<file path="config.mk">
export PLATFORM = sky130hd
export DESIGN_NAME = ritt_ctrl
export DESIGN_NICKNAME = d
export VERILOG_FILES = /design/src/sv/ritt_pkg.sv /design/src/sv/ritt_ctrl.sv
export VERILOG_INCLUDE_DIRS = /design/src /design/src/sv
export SDC_FILE = /design/constraint.sdc
export NUM_CORES = 1
export LEC_CHECK = 0
export BUFFER_PORTS_ARGS = -buffer_cell sky130_fd_sc_hd__buf_2
export CORE_ASPECT_RATIO = 0.75
export CORE_MARGIN = 2
export CORE_UTILIZATION = 40
export CTS_CLUSTER_SIZE = 12
export DETAILED_ROUTE_END_ITERATION = 8
export PLACE_DENSITY_LB_ADDON = 0.05
export SLEW_MARGIN = 20
export SYNTH_ARGS = -nofsm -noshare
export SYNTH_HDL_FRONTEND = slang
export SYNTH_SLANG_ARGS = --single-unit
</file>
<file path="constraint.sdc">
create_clock -name i_clk -period 7.87 [get_ports i_clk]
set_input_delay 0.787 -clock i_clk [delete_from_list [all_inputs] [get_ports i_clk]]
set_output_delay 0.787 -clock i_clk [all_outputs]
set_load 0.01 [all_outputs]
</file>
<file path="src/sv/relay_id_translation_table_assert.svh">
// Assertion macros shared by the relay ID translation table modules.
// Depends on nothing; define NO_ASSERTIONS to compile them away.
`ifndef RELAY_ID_TRANSLATION_TABLE_ASSERT_SVH
`define RELAY_ID_TRANSLATION_TABLE_ASSERT_SVH
`ifndef NO_ASSERTIONS
`define RITT_ASSERT_IMPL(label, clk, rst_n, prop, msg) \
    label: assert property (@(posedge clk) disable iff (!rst_n) prop) else $error(msg);
`define RITT_ASSERT_NORST(label, clk, prop, msg) \
    label: assert property (@(posedge clk) prop) else $error(msg);
`else
`define RITT_ASSERT_IMPL(label, clk, rst_n, prop, msg)
`define RITT_ASSERT_NORST(label, clk, prop, msg)
`endif
`endif

</file>
<file path="src/sv/ritt_pkg.sv">
// Package for the relay ID translation table: payload types, constants, commands.
// Depends on nothing.
`default_nettype none
package ritt_pkg;
    localparam int TableDepth = 256;
    localparam int IdxW = $clog2(TableDepth);
    localparam int CntW = IdxW + 1;
    localparam logic [15:0] LifetimeReset = 16'd10;

    typedef enum logic [1:0] {
        CMD_ALLOC   = 2'd0,
        CMD_LOOKUP  = 2'd1,
        CMD_RELEASE = 2'd2,
        CMD_CLEANUP = 2'd3
    } t_cmd;

    typedef struct packed {
        logic [1:0]  cmd;
        logic [31:0] now_seconds;
        logic [15:0] query_client_id;
        logic [31:0] query_client_ip;
        logic [15:0] query_client_port;
        logic [15:0] target_relay_id;
    } t_in;

    typedef struct packed {
        logic        success;
        logic [7:0]  granted_relay_id;
        logic [15:0] found_client_id;
        logic [31:0] found_client_ip;
        logic [15:0] found_client_port;
        logic [8:0]  cleared_count;
    } t_out;

    typedef struct packed {
        logic [IdxW-1:0] slot;
        logic [63:0]     payload;
        logic [31:0]     expiry;
    } t_entry;

    // Datapath operations issued by the controller.
    typedef enum logic [2:0] {
        OP_NONE,
        OP_READ,
        OP_WRITE,
        OP_CLEAR,
        OP_POP,
        OP_PUSH
    } t_op;

    typedef struct packed {
        t_op             op;
        logic [IdxW-1:0] addr;
    } t_dp_cmd;

    typedef struct packed {
        logic [31:0]     rd_expiry;
        logic [63:0]     rd_payload;
        logic [IdxW-1:0] ring_head;
        logic [CntW-1:0] free_count;
    } t_dp_sts;
endpackage
`default_nettype wire

</file>
<file path="src/sv/ritt_ctrl.sv">
// Controller of the relay ID translation table: sequences each request over the datapath.
// Depends on ritt_pkg.
`default_nettype none
module ritt_ctrl (
    input  wire                    i_clk,
    input  wire                    i_rst_n,
    input  wire                    i_valid,
    output logic                   o_ready,
    input  wire ritt_pkg::t_in     i_data,
    output logic                   o_valid,
    input  wire                    i_ready,
    output ritt_pkg::t_out         o_data,
    input  wire [15:0]             i_lifetime,
    output ritt_pkg::t_dp_cmd      o_dp_cmd,
    output logic [63:0]            o_wr_payload,
    output logic [31:0]            o_wr_expiry,
    input  wire ritt_pkg::t_dp_sts i_sts
);
    import ritt_pkg::*;

    typedef enum logic [2:0] {
        S_IDLE, S_RDWAIT, S_EVAL, S_RINGWAIT, S_POP, S_PUSH, S_STEP, S_DONE
    } t_state;

    t_state          r_state;
    t_in             r_req;
    t_out            r_out;
    t_dp_cmd         r_dp;
    logic [IdxW-1:0] r_scan;
    logic [CntW-1:0] r_iter;
    logic [IdxW-1:0] r_addr;
    logic [8:0]      r_cleared;

    logic [32:0]     w_sum;
    logic [31:0]     w_new_expiry;
    logic            w_target_ok;
    logic [IdxW-1:0] w_scan_next;
    logic [31:0]     w_exp;
    logic            w_take;
    logic            w_expired;

    // Expiry for a new entry, saturated to 32 bits.
    assign w_sum = {1'b0, r_req.now_seconds} + {17'd0, i_lifetime};
    assign w_new_expiry = w_sum[32] ? 32'hFFFF_FFFF : w_sum[31:0];
    assign w_target_ok = (r_req.target_relay_id < 16'(TableDepth));
    assign w_scan_next = (r_scan == IdxW'(TableDepth - 1)) ? IdxW'(1) : r_scan + IdxW'(1);
    assign w_exp = i_sts.rd_expiry;
    assign w_take = (w_exp == '0) || (w_exp < r_req.now_seconds);
    assign w_expired = (w_exp != '0) && (w_exp < r_req.now_seconds);

    assign o_ready      = (r_state == S_IDLE);
    assign o_valid      = (r_state == S_DONE);
    assign o_data       = r_out;
    assign o_dp_cmd     = r_dp;
    assign o_wr_payload = {r_req.query_client_id, r_req.query_client_ip,
                           r_req.query_client_port};
    assign o_wr_expiry  = w_new_expiry;

    // Request sequencer: one datapath step per cycle, holding in S_DONE until the result is taken.
    always_ff @(posedge i_clk) begin
        if (!i_rst_n) begin
            r_state <= S_IDLE;
            r_dp    <= '{op: OP_NONE, addr: '0};
            r_scan  <= IdxW'(1);
        end else begin
            r_dp.op <= OP_NONE;
            case (r_state)
                S_IDLE: begin
                    if (i_valid) begin
                        r_req     <= i_data;
                        r_out     <= '0;
                        r_iter    <= '0;
                        r_cleared <= '0;
                        case (t_cmd'(i_data.cmd))
                            CMD_ALLOC: begin
                                if (i_sts.free_count != '0) begin
                                    r_state <= S_RINGWAIT;
                                end else begin
                                    r_dp.addr <= r_scan;
                                    r_addr    <= r_scan;
                                    r_scan    <= w_scan_next;
                                    r_state   <= S_RDWAIT;
                                end
                            end
                            CMD_CLEANUP: begin
                                r_dp.addr <= '0;
                                r_addr    <= '0;
                                r_state   <= S_RDWAIT;
                            end
                            default: begin
                                r_dp.addr <= i_data.target_relay_id[IdxW-1:0];
                                r_addr    <= i_data.target_relay_id[IdxW-1:0];
                                r_state   <= S_RDWAIT;
                            end
                        endcase
                    end
                end
                S_RINGWAIT: begin
                    // The ring head was read last cycle; write the slot it names.
                    r_dp.op   <= OP_WRITE;
                    r_dp.addr <= i_sts.ring_head;
                    r_out.success          <= 1'b1;
                    r_out.granted_relay_id <= 8'(i_sts.ring_head);
                    r_state   <= S_POP;
                end
                S_POP: begin
                    // Drop the used entry from the queue after the slot write.
                    r_dp.op <= OP_POP;
                    r_state <= S_DONE;
                end
                S_PUSH: begin
                    // Queue the released slot after its clear.
                    r_dp.op   <= OP_PUSH;
                    r_dp.addr <= r_addr;
                    r_state   <= S_DONE;
                end
                S_STEP: begin
                    // Cleanup moves on to the next slot once the clear is done.
                    r_dp.addr <= r_addr + IdxW'(1);
                    r_addr    <= r_addr + IdxW'(1);
                    r_state   <= S_RDWAIT;
                end
                S_RDWAIT: begin
                    r_state <= S_EVAL;
                end
                S_EVAL: begin
                    r_state <= S_DONE;
                    case (t_cmd'(r_req.cmd))
                        CMD_ALLOC: begin
                            if (w_take) begin
                                r_dp.op   <= OP_WRITE;
                                r_dp.addr <= r_addr;
                                r_out.success          <= 1'b1;
                                r_out.granted_relay_id <= 8'(r_addr);
                            end else if (r_iter != CntW'(TableDepth - 1)) begin
                                r_iter    <= r_iter + CntW'(1);
                                r_dp.addr <= r_scan;
                                r_addr    <= r_scan;
                                r_scan    <= w_scan_next;
                                r_state   <= S_RDWAIT;
                            end
                        end
                        CMD_LOOKUP: begin
                            if (w_target_ok && w_exp >= r_req.now_seconds) begin
                                r_out.success           <= 1'b1;
                                r_out.found_client_id   <= i_sts.rd_payload[63:48];
                                r_out.found_client_ip   <= i_sts.rd_payload[47:16];
                                r_out.found_client_port <= i_sts.rd_payload[15:0];
                            end
                        end
                        CMD_RELEASE: begin
                            if (w_target_ok && w_exp != '0) begin
                                r_out.success <= 1'b1;
                                r_dp.op   <= OP_CLEAR;
                                r_dp.addr <= r_addr;
                                if (i_sts.free_count < CntW'(TableDepth - 1)) begin
                                    r_state <= S_PUSH;
                                end
                            end
                        end
                        default: begin
                            if (w_expired) begin
                                r_dp.op   <= OP_CLEAR;
                                r_dp.addr <= r_addr;
                                r_cleared <= r_cleared + 9'd1;
                            end
                            if (r_addr == IdxW'(TableDepth - 1)) begin
                                r_out.cleared_count <= r_cleared + 9'(w_expired);
                            end else if (w_expired) begin
                                r_state <= S_STEP;
                            end else begin
                                r_dp.addr <= r_addr + IdxW'(1);
                                r_addr    <= r_addr + IdxW'(1);
                                r_state   <= S_RDWAIT;
                            end
                        end
                    endcase
                end
                S_DONE: begin
                    if (i_ready) begin
                        r_state <= S_IDLE;
                    end
                end
                default: r_state <= S_IDLE;
            endcase
        end
    end

    `include "relay_id_translation_table_assert.svh"
    `RITT_ASSERT_IMPL(a_out_hold, i_clk, i_rst_n, (o_valid && !i_ready) |=> o_valid, "result dropped")
    `RITT_ASSERT_IMPL(a_ready_excl, i_clk, i_rst_n, !(o_ready && o_valid), "ready with result")
    `RITT_ASSERT_IMPL(a_pop_order, i_clk, i_rst_n, (r_dp.op == OP_POP) |-> o_valid, "pop out of order")
    `RITT_ASSERT_NORST(a_scan_nz, i_clk, i_rst_n |-> (r_scan != '0), "scan pointer at zero")
endmodule
`default_nettype wire

</file>
==> metrics list <==
* Achievable frequency: 211 MHz
* Largest net degree at the start of global routing: 75
- Critical register-to-register path startpoint: r_state[1]
* Layer carrying the most global-route usage: met2
- Flip-flop and latch count after synthesis: 236
- Chip width: 209 µm
* Routed WL per cell: approximately 20 µm
- TritonCTS clock tree: yes
* Synth Net Count: 1450
* Power per Cell Area: 294 nW/µm²
* Least setup slack across all paths after layout: about 3100 ps
- Clock-pin slew on the worst setup and hold paths: 60 ps
* Fin crit period: 4740 ps
* Pins Over Slew Limit: 0
- In this run the cell area of the synthesized design comes to 12600 µm².
- In this run the count of I/O pins placed on the die edge is 438.
* Post-placement setup slack: around 3200 ps
- The synthesized design spends more area on one cell type than any other, namely sky130_fd_sc_hd__edfxtp_1.
- The Yosys step of the flow raised 0 warnings.
- Number of antenna violations at the first check in global routing: 16
- Routability-driven placement congestion ratio: 0.879
- For this run, the detailed router's first-pass iteration total came to 5.
* Routed wire length: 39.2 mm
- Counting the buffers created by CTS gives 26.
- Worst slew margin: 0.370
* Max rail drop VDD: 0.167 mV
* Worst Setup Path Type: register to output pin
- Clock Skew: around 12 ps
- Data on the critical path arrives at its endpoint at a little under 4000 ps.
- Ranked by total cell area, the synthesized netlist is headed by sky130_fd_sc_hd__edfxtp_1 (51%), sky130_fd_sc_hd__ha_1 (5.9%), sky130_fd_sc_hd__and3_1 (4.3%).
- The final layout contains ~1800 nets.
- Endpoints failing hold: 0
* Clock tree sinks: 236
- The critical path starts at r_req[80].
* EDFF count, synth: around 210
- Max Fanout on Critical Path: 30
* First-pass GRT wire length: 58.9 mm
* Critical path startpoint category: register
- For flop-to-flop paths, the worst setup slack is 3900 ps.
* Required time at the endpoint of the critical path: 7080 ps
- Layout-stage area growth over the synthesis result: 23.2%
- Averaged over all synthesized cells, the footprint is ~11 µm².
* Number of buffers between clock root and the deepest sink: 3
* Unrepaired setup endpoints after global routing: no
- Global-route usage over all layers: 0.233
- Initial core utilization: 0.405
- ANT nets after route: 0
- Port bufs: 437
- The layout has 2947 filler cells.
- Count of buffers added by post-CTS timing repair for setup: 0
- Buffer type at the clock tree root: sky130_fd_sc_hd__clkbuf_16
* Number of global-route vias before repair: 9779
* Path type of the worst min-delay path: input port to register
* Met1 Track Usage GR: 0.312
- Die height: 158 µm
- Met2 demand-to-capacity share in global routing: 0.361
* Outcome: complete, no violations
* Most common flop cell mapped by yosys: sky130_fd_sc_hd__edfxtp_1
- In this run the static leakage power is 6.79 nW.
- Proportion of synthesized chip area in sequential cells: 0.544
- In the finished design, the share of the clock period the worst path needs comes to 0.603.
- Launch instance of the worst min-delay path: i_data[72]
* Number of design rule violations left after detail routing: 0
- Portion of synthesized cell area occupied by the leading cell type: 0.509
- After global routing the overflow that remains totals 0.
- Dividing the detail-routed via count by the number of cells gives 5.23.
- Number of H-tree branching levels: 1
- Core ar.: 31200 µm²
- Share of synthesized flip-flops with an asynchronous set or reset: 0
- Total setup violations reported at the end of the flow: 0
* Latest clock arrival within the worst-skew pair: 560 ps
- Gate Count Post-Synth: around 1100
- Number of placement rows: 56
* Number of max-capacitance violations reported: 0
* Met3 track utilization from global routing: 0.0736
- At the pin with the least slew margin, the transition time is 942 ps.
* Number of DRC markers in iteration 0: just under 700
- The number of different library cells used by synthesis comes to 74.
- Number of cells upsized or downsized after cts: 0
- Summed over all nets, the half-perimeter wirelength after detailed placement is 29.9 mm.
* Critical Path Sink Type: output pin
* Fraction of final layout cells sized beyond drive strength 1: 0.337
- Across all layers, the routed design uses 10100 vias.
- Overall die area: 33000 µm²
- Sum Neg Setup Slack: 0 ps
- Hold repair after CTS inserted 0 buffers.
[report_power, final]
group          switching, mW  total, mW  internal (mW)
Sequential             0.150       1.88           1.73
Clock                  0.510       1.20          0.686
Combinational          0.965       1.50          0.536
Total                   1.63       4.57           2.95
[routing by layer]
| layer | wire, µm | up-vias |
|---|---|---|
| li1 | - | 4901 |
| met1 | 17200 | 4745 |
| met2 | 17800 | 343 |
| met3 | 3070 | 61 |
| met4 | 984 | 14 |
| met5 | 97 | - |
[registers in the layout, summed over array words and instances (netlist names)]
| signal | cells |
|---|---|
| r_addr | 8 |
| r_scan | 8 |
| r_req | 42 |
| o_dp_cmd | 11 |
| r_state | 3 |
| r_cleared | 9 |
| r_iter | 9 |
| o_wr_payload | 64 |
| o_data | 82 |
[metrics by stage]
stage                     hold WS [ps]   util  instances  instance area (µm²)  total power, mW
after global placement             473  0.472       1874                14700             3.39
after global routing               377  0.499       1925                15600             4.85
final                              401  0.499       1926                15600             4.57
after detailed placement           496  0.472       1874                14700             3.40
after CTS                          375  0.498       1919                15500             4.61
after floorplan                    480      -       1142                12600             2.88
[worst max-delay path, cell delays in order, from the launching register on]
cell and delay (ps):
sky130_fd_sc_hd__edfxtp_1 420, sky130_fd_sc_hd__ha_1 260, sky130_fd_sc_hd__inv_1 90, sky130_fd_sc_hd__fa_1 180, sky130_fd_sc_hd__nor2b_1 60, sky130_fd_sc_hd__o21ai_1 160, sky130_fd_sc_hd__a21boi_1 130, sky130_fd_sc_hd__o41a_1 380
sky130_fd_sc_hd__o211ai_1 380, sky130_fd_sc_hd__a211o_1 810, sky130_fd_sc_hd__nand2_1 130, sky130_fd_sc_hd__mux2_2 290, sky130_fd_sc_hd__buf_2 140
[kinds of logic (layout without fill, tap and decap cells)]
| kind of cell | after synthesis | in the layout | synth area share |
|---|---|---|---|
| AND/OR/NAND/NOR | 374 | 374 | 0.152 |
| other | 0 | 7 | 0 |
| multiplexers | 17 | 17 | 0.0140 |
| flip-flops | 236 | 236 | 0.544 |
| XOR/XNOR | 35 | 35 | 0.0243 |
| adder cells (fa/ha/maj) | 61 | 61 | 0.0611 |
| buffers and inverters | 179 | 550 | 0.0741 |
| AO/OA/AOI/OAI | 240 | 240 | 0.130 |
[path summary, 6_finish.rpt]
kind | end | cells past startpoint
setup / recovery | o_wr_expiry[15] | 12
hold / removal | o_wr_payload[56] | 1
setup reg to reg | o_dp_cmd[0] | 8
hold reg to reg | o_dp_cmd[0] | 2
[cell type report]
class	instances	area [µm²]	area share
diodes	7	17.5	0.00113
multi-input cells	727	4860	0.312
inverters	55	206	0.0133
clock inverters	8	111	0.00716
well taps	406	508	0.0327
repair buffers	450	2280	0.147
flip-flops and latches	236	6870	0.442
clock buffers	37	702	0.0451
[cells in the mapped netlist, types with 3 or more instances]
master	count
sky130_fd_sc_hd__a2111oi_0	4
sky130_fd_sc_hd__a211oi_1	11
sky130_fd_sc_hd__a21o_1	9
sky130_fd_sc_hd__a21oi_1	71
sky130_fd_sc_hd__a221oi_1	11
sky130_fd_sc_hd__a221oi_2	3
sky130_fd_sc_hd__a22o_1	8
sky130_fd_sc_hd__a31oi_1	19
sky130_fd_sc_hd__and2_1	5
sky130_fd_sc_hd__and3_1	87
sky130_fd_sc_hd__and4_1	3
sky130_fd_sc_hd__buf_1	5
sky130_fd_sc_hd__buf_2	3
sky130_fd_sc_hd__buf_4	64
sky130_fd_sc_hd__clkbuf_1	50
sky130_fd_sc_hd__dfxtp_1	22
sky130_fd_sc_hd__edfxtp_1	214
sky130_fd_sc_hd__ha_1	60
sky130_fd_sc_hd__inv_1	53
sky130_fd_sc_hd__mux2_2	5
sky130_fd_sc_hd__mux2i_1	12
sky130_fd_sc_hd__nand2_1	89
sky130_fd_sc_hd__nand2b_1	17
sky130_fd_sc_hd__nand3_1	33
sky130_fd_sc_hd__nand4_1	14
sky130_fd_sc_hd__nor2_1	72
sky130_fd_sc_hd__nor2b_1	3
sky130_fd_sc_hd__nor3_1	11
sky130_fd_sc_hd__nor4_1	16
sky130_fd_sc_hd__o211ai_1	10
sky130_fd_sc_hd__o21ai_0	42
sky130_fd_sc_hd__o21ai_1	10
sky130_fd_sc_hd__o21bai_1	3
sky130_fd_sc_hd__o311a_1	6
sky130_fd_sc_hd__o31ai_1	6
sky130_fd_sc_hd__or3_1	10
sky130_fd_sc_hd__xnor2_1	17
sky130_fd_sc_hd__xor2_1	18
[cells in the final DEF, fill, tap and decap left out, types with 13 or more instances in the layout]
cell / n
sky130_fd_sc_hd__a21oi_1: 70
sky130_fd_sc_hd__a31oi_1: 19
sky130_fd_sc_hd__and3_1: 86
sky130_fd_sc_hd__buf_2: 437
sky130_fd_sc_hd__buf_4: 13
sky130_fd_sc_hd__clkbuf_16: 26
sky130_fd_sc_hd__dfxtp_1: 21
sky130_fd_sc_hd__edfxtp_1: 214
sky130_fd_sc_hd__ha_1: 60
sky130_fd_sc_hd__inv_1: 53
sky130_fd_sc_hd__nand2_1: 89
sky130_fd_sc_hd__nand2b_1: 17
sky130_fd_sc_hd__nand3_1: 33
sky130_fd_sc_hd__nand4_1: 14
sky130_fd_sc_hd__nor2_1: 71
sky130_fd_sc_hd__nor4_1: 15
sky130_fd_sc_hd__o21ai_0: 42
sky130_fd_sc_hd__xnor2_1: 17
sky130_fd_sc_hd__xor2_1: 18
No activity file was read; power rests on OpenSTA's default activity.
